## src/rtl/core/fkrs_ram.sv

```systemverilog
// fkrs_ram: generic single-write, single-read ram with registered read
// no dependencies
module fkrs_ram #(
	parameter int unsigned WIDTH = 8,
	parameter int unsigned DEPTH = 16
) (
	input  logic                     clk,
	input  logic                     we,
	input  logic [$clog2(DEPTH)-1:0] waddr,
	input  logic [WIDTH-1:0]         wdata,
	input  logic [$clog2(DEPTH)-1:0] raddr,
	output logic [WIDTH-1:0]         rdata
);
	logic [WIDTH-1:0] mem_q [DEPTH];

	always_ff @(posedge clk) begin
		if (we) begin
			mem_q[waddr] <= wdata;
		end
		rdata <= mem_q[raddr];
	end
endmodule

```

## config.mk

```make
export PLATFORM = sky130hd
export DESIGN_NAME = fkrs_ram
export DESIGN_NICKNAME = d
export VERILOG_FILES = /design/src/rtl/core/fkrs_ram.sv
export SDC_FILE = /design/constraint.sdc
export NUM_CORES = 1
export LEC_CHECK = 0
export BUFFER_PORTS_ARGS = -buffer_cell sky130_fd_sc_hd__buf_2
export CORE_MARGIN = 2
export CORE_UTILIZATION = 26
export CTS_BUF_LIST = sky130_fd_sc_hd__clkbuf_16
export DETAILED_ROUTE_END_ITERATION = 6
export MAX_ROUTING_LAYER = met4
export PLACE_DENSITY = 0.46
export REMOVE_ABC_BUFFERS = 1
export SKIP_LAST_GASP = 1
export SLEW_MARGIN = 5
export SYNTH_ARGS = -nofsm -noshare
export SYNTH_HDL_FRONTEND = slang
export SYNTH_SLANG_ARGS = --single-unit
```

## constraint.sdc

```tcl
create_clock -name clk -period 5.8 [get_ports clk]
set_input_delay 1.16 -clock clk [delete_from_list [all_inputs] [get_ports clk]]
set_output_delay 1.16 -clock clk [all_outputs]
set_load 0.01 [all_outputs]
```

==> reports/results.tsv <==
stage	metric	value	unit
cells_and_area	layout_commonest_cell	sky130_fd_sc_hd__edfxtp_1	
detailed_routing	post_drt_wl_per_cell	19.35	um
sta	setup_repair_after_global_routing_missed_its_margin	no	
detailed_routing	route.final.wire_length	10.55	mm
clock_tree	clk_transition_reported_paths	50	ps
setup_path	worst_setup_path_end_kind	flip-flop	
global_route	grt_first_pass_wirelength	15.61	mm
min_path	holdCritPathClass	reg -> reg	
global_route	pin_count_of_the_biggest_net_entering_global_routing	33	
detailed_routing	route.vias.total	2311	
detailed_routing	antenna_violating_nets_post_route	0	
floorplanning	die_height	144.7	um
synth	synth-seq-cells	136	
clock_tree	clock_sinks	136	
sta	final.setup.tns	0	ps
sta	timing.final.crit_period	2738	ps
power_and_ir_drop	vdd.ir_drop.worst	186.2	uV
synth	synth.area.top_cells	sky130_fd_sc_hd__edfxtp_1, sky130_fd_sc_hd__mux4_2, sky130_fd_sc_hd__mux4_1	
setup_path	worst_ep_arrival_time	3020	ps
synth	netlist_area	5147	um2
setup_path	timing.critical_path.fanout_max	19	
clock_tree	cts_tree	yes	
global_route	number_of_global_route_vias_before_repair	2489	
clock_tree	htreeDepth	4	
sta	finalMaxSlewViolations	0	
floorplanning	starting_density_of_the_core	26.45	%
clock_tree	cts.root.buffer_cell	sky130_fd_sc_hd__clkbuf_16	
clock_tree	insertion_delay_of_the_later_clocked_pin_in_the_worst_skew_pair	410	ps
placement	gp_congestion	0.7073	
floorplanning	coreArea	19460	um2
placement	post-dp-hpwl	6.610	mm
clock_tree	cts_inserted_buffers	17	
sta	final-hold-violation-count	0	
setup_path	setup_crit_start_kind	input port	
clock_tree	clock_path_buffers	2	
sta	max_clock_freq	0.3652	GHz
clock_tree	cts_repair_resize_count	0	
cells_and_area	final_nets	284	
detailed_routing	drt_first_iter_violations	138	
cells_and_area	final_design_instance_area_without_fill	6145	um2
synth	sequential_fraction_of_the_synthesis_area	77.78	%
cells_and_area	flow.area_growth_from_synthesis	19.37	%
synth	syn_inst	229	
synth	synth_area_leader_cell	sky130_fd_sc_hd__edfxtp_1	
setup_path	worst_ep_required_time	6080	ps
flow_run	max_cap_violations	0	
detailed_routing	via_per_inst	4.240	
synth	yosys.cell_types.count	19	
synth	postSynthAreaPerCell	22.48	um2
placement	placedInstanceArea	5550	um2
clock_tree	hold_buffers	0	
power_and_ir_drop	power_per_cell_area	372.2	nW/um2
clock_tree	cts.repair_timing.setup_buffer_count	0	
power_and_ir_drop	power.static_leakage	2.012	nW
cells_and_area	num-fill-cells	1878	
floorplanning	boundaryPins	26	
cells_and_area	most-common-layout-cells	sky130_fd_sc_hd__edfxtp_1, sky130_fd_sc_hd__buf_2, sky130_fd_sc_hd__mux4_2, sky130_fd_sc_hd__clkbuf_16, sky130_fd_sc_hd__a22oi_1	
floorplanning	placement_rows	51	
setup_path	timing_worst_setup_path_type	in -> reg	
sta	skew	6.633	ps
sta	slew_headroom	33.31	%
status	run_status	finished, final reports clean	
sta	setup_violations	0	
detailed_routing	drt_drc_violations_left	0	
synth	synth_warnings	0	
sta	max_slew.worst_pin.slew	996.7	ps
floorplanning	die_w	144.7	um
power_and_ir_drop	final_total_power	2.287	mW
global_route	track_usage	11.33	%
global_route	globalRouteOverflowTotal	0	
floorplanning	dieArea	20940	um2
placement	port_buffers	25	
synth	synth_top_area_share	74.67	%
cells_and_area	drive_gt1_share	26.52	%
detailed_routing	first_pass_iters	4	
global_route	grt_antenna_before_repair	1	
sta	min_period_over_period	47.21	%
kinds of logic after synthesis:
family                 Yosys count  synth area share [%]
buffers and inverters           10                 1.677
DFF                            136                 77.78
and+or+nand+nor                 35                 3.184
AOI/OAI and AO/OA               16                 2.334
muxes                           32                 15.02
stage by stage:
| step | setup WS, ps | hold slack, ps | util (%) | instances |
|---|---|---|---|---|
| final | 3062 | 667.5 | 31.57 | 545 |
| after detailed placement | 2545 | 660.8 | 28.52 | 512 |
| after global routing | 2927 | 703.2 | 31.57 | 545 |
| after global placement | 2444 | 667.6 | 28.49 | 512 |
| after floorplan | 3147 | 629.3 | - | 219 |
| after CTS | 2993 | 670.4 | 31.56 | 544 |
where the power goes:
part | switching (mW) | total, mW | internal [mW]
logic | 0.0592 | 0.0989 | 0.0397
clock network | 0.377 | 1.08 | 0.704
registers | 0.00713 | 1.11 | 1.10
total | 0.444 | 2.29 | 1.84
final cells by class:
type	count	area, um2	area share [%]
Sequential cell	136	4004	65.16
Multi-Input combinational cell	83	1067	17.37
Clock buffer	17	425.4	6.923
Tap cell	265	331.6	5.396
Clock inverter	15	166.4	2.708
Timing Repair Buffer	28	147.6	2.403
Antenna cell	1	2.502	0.04072
worst paths after layout:
check | startpoint | to | slack (ps) | depth (start not counted)
setup / recovery | raddr[0] | rdata[5] | 3060 | 5
hold / removal | mem_q[4][4] | rdata[4] | 670 | 3
setup reg to reg | mem_q[0][5] | rdata[5] | 4460 | 3
hold reg to reg | mem_q[4][4] | rdata[4] | 670 | 3
worst max-delay path, stage by stage:
cell                      delay (ps)
sky130_fd_sc_hd__buf_2           430
sky130_fd_sc_hd__buf_4           440
sky130_fd_sc_hd__mux4_1          610
sky130_fd_sc_hd__a22oi_1         250
sky130_fd_sc_hd__nand2_1         120
per-layer routing:
| metal | wire [um] | vias to the layer above | track usage [%] |
|---|---|---|---|
| met5 | 0 | - | - |
| met4 | 49 | 0 | 3.373 |
| met3 | 607 | 4 | 4.080 |
| met2 | 4973 | 61 | 16.96 |
| met1 | 4917 | 1197 | 14.56 |
| li1 | - | 1049 | - |
flip-flops by register name, indices dropped and copies added (netlist names):
signal and count:
mem_q 128, rdata 8
cell usage after synthesis, drive strengths merged:
library cell and n:
edfxtp 128, mux4 32, a22oi 16, nor2 13, nand2 9, dfxtp 8, buf 7, nor3 4
clkdlybuf4s25 3, nand2b 2, nand3b 2, and2 1, and2b 1, nand3 1, nor2b 1, or3b 1
Note: power is estimated with default switching activity, not from simulation.
