==> src/rtl/core/fkrs_out_fifo.sv <==
// fkrs_out_fifo: small result queue between sort engine and result port
// no dependencies
module fkrs_out_fifo #(
	parameter int unsigned WIDTH = 66
) (
	input  logic             clk,
	input  logic             arst_n,
	input  logic             wr,
	input  logic [WIDTH-1:0] wdata,
	output logic [1:0]       level,
	input  logic             rd,
	output logic [WIDTH-1:0] rdata,
	output logic             nonempty
);
	logic [WIDTH-1:0] slot_q [4];
	logic [1:0]       wp_q;
	logic [1:0]       rp_q;
	logic [2:0]       cnt_q;

	assign rdata    = slot_q[rp_q];
	assign nonempty = cnt_q != 3'd0;
	assign level    = (cnt_q >= 3'd2) ? 2'd2 : cnt_q[1:0];

	always_ff @(posedge clk) begin
		if (wr) begin
			slot_q[wp_q] <= wdata;
		end
	end

	always_ff @(posedge clk or negedge arst_n) begin
		if (!arst_n) begin
			wp_q  <= '0;
			rp_q  <= '0;
			cnt_q <= '0;
		end else begin
			if (wr) begin
				wp_q <= wp_q + 2'd1;
			end
			if (rd) begin
				rp_q <= rp_q + 2'd1;
			end
			cnt_q <= cnt_q + {2'b00, wr} - {2'b00, rd};
		end
	end
endmodule
==> config.mk <==
export PLATFORM = sky130hd
export DESIGN_NAME = fkrs_out_fifo
export DESIGN_NICKNAME = d
export VERILOG_FILES = /design/src/rtl/core/fkrs_out_fifo.sv
export SDC_FILE = /design/constraint.sdc
export NUM_CORES = 1
export LEC_CHECK = 0
export BUFFER_PORTS_ARGS = -buffer_cell sky130_fd_sc_hd__buf_2
export CAP_MARGIN = 20
export CORE_ASPECT_RATIO = 1.1
export CORE_MARGIN = 2
export CORE_UTILIZATION = 55
export CTS_CLUSTER_SIZE = 8
export DETAILED_ROUTE_END_ITERATION = 16
export MAX_ROUTING_LAYER = met4
export PLACE_DENSITY = 0.86
export SYNTH_ARGS = -nofsm -noshare
export SYNTH_HDL_FRONTEND = slang
export SYNTH_SLANG_ARGS = --single-unit
==> constraint.sdc <==
create_clock -name clk -period 3 [get_ports clk]
set_clock_uncertainty 0.05 [all_clocks]
set_input_delay 0.45 -clock clk [delete_from_list [all_inputs] [get_ports clk]]
set_output_delay 0.45 -clock clk [all_outputs]
set_load 0.05 [all_outputs]
==> results of run 1 <==
## synth_stat cells
library cell	n	area [um^2]
ha_1	7	87.6
buf_1	3	11.3
buf_2	4	20.0
inv_1	8	30.0
xor2_1	3	26.3
o21ai_0	1	5.00
and2_1	5	31.3
edfxtp_1	264	7930
xnor2_1	1	8.76
buf_6	1	11.3
mux4_2	66	1490
buf_4	4	30.0
dfrtp_1	7	175
fa_1	1	20.0
nand2_1	3	11.3
buf_12	3	60.1
nand3_1	1	5.00
## critical path, delay by kind of cell (launching register included)
kind	cells	cell delay, ns
multiplexers	1	0.43
flip-flops	1	1.05
buffers and inverters	1	0.23
## registers in the layout (all words and copies together) (netlist names)
name    cells
rp_q        2
wp_q        2
slot_q    264
cnt_q       3
## path summary, 6_finish.rpt
path	end	cells past startpoint	slack, ns
max reg2reg	slot_q[2][60]$_DFFE_PP_	4	1.17
max	rdata[34]	2	0.22
max in group asynchronous	rp_q[0]$_DFFE_PN0P_	2	2.42
min in group asynchronous	cnt_q[1]$_DFF_PN0_	2	0.29
min reg2reg	wp_q[0]$_DFFE_PN0P_	1	0.48
min	slot_q[2][58]$_DFFE_PP_	1	0.11
## timing repair
action / 4_1_cts / 5_1_grt
buffers inserted: 0 / 0
hold buffers: 1 / 0
hold endpoints to repair: 7 / 0
## area by class of cell
| cell class | instances | area [um^2] | area share |
|---|---|---|---|
| sequential | 271 | 8110 | 0.675 |
| multi-input combinational | 88 | 1690 | 0.141 |
| clock buffer | 50 | 1060 | 0.0882 |
| timing repair buffer | 146 | 828 | 0.0689 |
| tap | 238 | 298 | 0.0248 |
| inverter | 8 | 30.0 | 0.00250 |
| antenna | 1 | 2.50 | 0.000208 |
## power by group
group	leakage (nW)	internal (mW)	switching, mW	total, mW
registers	2.50	4.97	0.416	5.39
clock network	0.516	2.41	1.35	3.77
logic	1.17	1.56	3.39	4.95
## per-stage QoR
stage / util / hold WS [ns] / worst slack [ns] / power (mW) / cells
floorplan: - / 0.104 / 0.353 / 9.35 / 382
global placement: 0.617 / 0.243 / 0.731 / 10.3 / 750
detailed placement: 0.617 / 0.249 / 0.723 / 10.5 / 750
CTS: 0.677 / 0.0842 / 0.158 / 14.3 / 801
global route: 0.678 / 0.0990 / 0.122 / 14.6 / 802
finish: 0.678 / 0.114 / 0.219 / 14.1 / 802
## routing by layer
| layer | global-route usage | vias to the layer above | wire [um] | part of all wire |
|---|---|---|---|---|
| met5 | - | - | 0 | 0 |
| met3 | 0.0482 | 32 | 1080 | 0.059 |
| met2 | 0.337 | 180 | 9690 | 0.53 |
| met4 | 0.0624 | 0 | 357 | 0.020 |
| li1 | - | 1969 | - | - |
| met1 | 0.239 | 2352 | 7080 | 0.39 |
## logic make-up (layout without fill, tap and decap cells)
kind of cell,Yosys count,after routing
simple gates,9,9
xor+xnor,4,4
buf+inv,23,204
fa+ha+maj,8,8
flops,271,271
mux,66,66
other cells,0,1
compound gates,1,1
==> results.yml, run 1 <==
status:
  status: "complete, no violations"
worst_setup_path:
  cp-startpoint: "rp_q[1]$_DFFE_PN0P_"
  crit_type: "reg2out"
  required_ns: 2.50
  cp_cell_sequence: "mux4_2 -> buf_2"
  rr_startpoint: "wp_q[0]$_DFFE_PN0P_"
  worstPathArrival_ns: 2.28
  cp_max_fo: 67
  slowest_delay_ns: 1.05
  slowest_stage: "dfrtp_4"
  critPathLaunchType: "flop"
  endpoint_kind: "output pin"
clocking:
  cts.htree.levels: 2
  clk_path_buf_depth: 3
  path_clk_slew_ns: 0.05
  cts_resized: 0
  clkSinkCount: 271
  cts_tree: "done"
  numCtsBuffers: 39
  cts_root_buf: "clkbuf_16"
  clock_latency_ns: 0.49
yosys:
  syn-num-nets: 460
  ys_types: 17
  synth_cells: 382
  netlist_area_um2: 9950
  synth_area_per_cell_um2: 26.0
  synth_top_family_by_area: "multiplexers"
  synth_warnings: 0
  synthAdderAreaFrac: 0.0108
  synth_simple_gate_area_share: 0.00478
  synthXorXnorAreaFrac: 0.00352
  synth_compound_area_frac: 0.000503
  synth_mux_area_frac: 0.149
  ys_seq_area_frac: 0.815
  synth_seq_cells: 271
cells_and_area:
  finish.instance_area_um2: 12000
  final_common_cell: "edfxtp_1"
  area_growth_pct: 20.8
  layout_common_cells: "edfxtp_1 (264), buf_2 (138), mux4_2 (66)"
  drive_gt1_frac: 0.458
  nets: 632
  nFillCells: 1141
run:
  cap_violations: 0
routing:
  via_per_inst: 5.65
  drt_wl_total_mm: 18.2
  drt-wirelength-per-cell_um: 22.7
  drtIter0Drc: 243
  ant_nets: 0
  drc_errors: 0
  first_pass_iters: 4
  vias: 4533
floorplanning:
  dieArea_um2: 19200
  die_h_um: 145
  rows: 51
  dieWidth_um: 132
  start_util: 0.561
  ios: 139
  core-area_um2: 17700
global_routing:
  grt_pass1_wl_mm: 27.9
  antenna_found_initial: 1
  grt_use_total: 0.199
  grt_max_degree: 68
  grt_pass1_vias: 5000
  grt-ovfl-total: 0
placed_design:
  gp_congestion: 0.713
  dp_hpwl_mm: 10.6
  dpl-instance-area_um2: 10900
  portBuffers: 138
sta:
  period_share: 0.927
  setup_viol: 0
  fin_setup_tns_ns: 0
  rsz0062_at_grt: "false"
  slew-limit-headroom: 0.347
  tightest_slew_ns: 0.979
  slew_viol_final: 0
  fin_crit_ns: 2.78
  fmax_mhz: 360
  hold_violations: 0
power:
  power.density_nw_per_um2: 1170
  vdd_ir_drop_max_mv: 0.720
  p_leak_nw: 4.19
hold_path:
  hp-class: "in2reg"
  min-delay-start: "wdata[58]"
No activity file was read; power rests on OpenSTA's default activity.
==> inputs of run 2 (changes only) <==
Settings changed: CTS_BUF_LIST set to sky130_fd_sc_hd__clkbuf_8, GPL_ROUTABILITY_DRIVEN set to 0.
==> run 2 against run 1 <==
Compared with the run above: utilization is 1.9 points lower; first-iteration DRC count is 26% higher; power is 8.3% lower; cell area is 2.9% lower; critical path depth stayed put; maximum frequency is 0.82% lower; routed wire length is 3.9% lower; sequential share of layout area is 2.0 points higher; hold slack worse by 0.036 ns; clock power is 30% lower; non-clock buffer count stayed put; combinational power hardly changed.
==> results.yml, run 2 (synthesis results as in run 1) <==
status:
  status: "complete, no violations"
routing:
  drc_errors: 0
  via_per_inst: 5.44
  drtIter0Drc: 306
  drt_wl_total_mm: 17.5
  ant_nets: 0
  drt-wirelength-per-cell_um: 21.3
  vias: 4462
  first_pass_iters: 6
clocking:
  path_clk_slew_ns: 0.06
  clk_path_buf_depth: 3
  cts_tree: "done"
  clkSinkCount: 271
  cts.htree.levels: 2
  cts_root_buf: "clkbuf_8"
  clock_latency_ns: 0.52
  numCtsBuffers: 42
sta:
  period_share: 0.935
  rsz0062_at_grt: "false"
  slew_viol_final: 0
  fin_crit_ns: 2.80
  slew-limit-headroom: 0.342
  hold_violations: 0
  fmax_mhz: 357
  tightest_slew_ns: 0.986
  setup_viol: 0
  fin_setup_tns_ns: 0
global_routing:
  grt_pass1_wl_mm: 27.2
  grt-ovfl-total: 0
  grt_pass1_vias: 4998
  grt_max_degree: 68
  antenna_found_initial: 1
  grt_use_total: 0.192
worst_setup_path:
  crit_type: "reg2out"
  worstPathArrival_ns: 2.30
  rr_startpoint: "wp_q[0]$_DFFE_PN0P_"
  reg2reg_slack_ns: 1.16
  cp_max_fo: 67
  rr_endpoint: "slot_q[2][48]$_DFFE_PP_"
  required_ns: 2.50
  critPathLaunchType: "flop"
  ff2ff_path_depth: 4
  endpoint_kind: "output pin"
floorplanning:
  ios: 139
  dieArea_um2: 19200
  start_util: 0.561
  rows: 51
  die_h_um: 145
  dieWidth_um: 132
  core-area_um2: 17700
run:
  cap_violations: 0
hold_path:
  hp-class: "in2reg"
  hold_depth: 1
  min-delay-start: "wdata[8]"
  hold_path_end: "slot_q[1][8]$_DFFE_PP_"
cells_and_area:
  final_common_cell: "edfxtp_1"
  largest_reg_flops: 264
  nets: 635
  area_growth_pct: 17.4
  finish.utilization: 0.658
  finish.instance_area_um2: 11700
  largestRegisters: "slot_q (264), cnt_q (3)"
  layout_common_cells: "edfxtp_1 (264), buf_2 (138), mux4_2 (66)"
  drive_gt1_frac: 0.453
  top_register: "slot_q"
power:
  power.density_nw_per_um2: 1110
  p_leak_nw: 4.11
  vdd_ir_drop_max_mv: 0.700
  total_power_mw: 12.9
placed_design:
  dp_hpwl_mm: 10.6
  portBuffers: 138
  dpl-instance-area_um2: 10900
-- run 2: changes by cell type in the layout (fill, tap and decap cells not counted) --
cell / previous run / this run
clkbuf_16: 41 / 0
clkinv_1: 0 / 2
clkbuf_8: 0 / 46
inv_1: 8 / 28
clkbuf_1: 9 / 0
-- run 2: worst max-delay path by stage --
stage,startpoint,endpoint,slack [ns]
after floorplan,wp_q[0]$_DFFE_PN0P_,slot_q[2][0]$_DFFE_PP_,0.35
after global placement,rp_q[1]$_DFFE_PN0P_,rdata[1],0.73
after detailed placement,rp_q[1]$_DFFE_PN0P_,rdata[1],0.72
after CTS,rp_q[1]$_DFFE_PN0P_,rdata[1],0.14
after global routing,rp_q[1]$_DFFE_PN0P_,rdata[29],0.08
final,rp_q[1]$_DFFE_PN0P_,rdata[29],0.20
-- run 2: final cells by class --
| type | instances | area (um^2) |
|---|---|---|
| multi-input cells | 88 | 1690 |
| well taps | 238 | 298 |
| inverters | 8 | 30.0 |
| clock inverters | 22 | 82.6 |
| flip-flops and latches | 271 | 8110 |
| repair buffers | 146 | 828 |
| fillers | 1207 | 6060 |
| diodes | 1 | 2.50 |
| clock buffers | 46 | 633 |
-- run 2: metrics by stage --
step	hold slack (ns)	std cells	setup slack, ns
5_1_grt	0.0578	820	0.0830
2_1_floorplan	0.104	382	0.353
3_3_place_gp	0.243	750	0.731
3_5_place_dp	0.249	750	0.723
6_report	0.0776	820	0.196
4_1_cts	0.0502	819	0.140
-- run 2: where the power goes --
part / leakage [nW] / internal (mW) / switching [mW]
Combinational: 1.17 / 1.56 / 3.38
Clock: 0.440 / 1.38 / 1.25
Sequential: 2.50 / 4.96 / 0.406
-- run 2: repair_timing --
action | 4_1_cts | 5_1_grt
resized for setup | 0 | 0
hold buffers | 1 | 0
endpoints found under the hold margin | 7 | 0
setup buffers | 0 | 0
-- run 2: metal layers --
metal,wire length [um],GRT usage,vias up,part of all wire
met5,0,-,-,0
met4,266,0.0602,0,0.015
met3,963,0.0482,29,0.055
met2,9300,0.321,148,0.53
met1,6970,0.234,2307,0.40
li1,-,-,1978,-
-- run 2: worst max-delay path, cell delays in order (launching register included) --
cell and delay [ns]:
dfrtp_4 1.06, mux4_2 0.44, buf_2 0.23
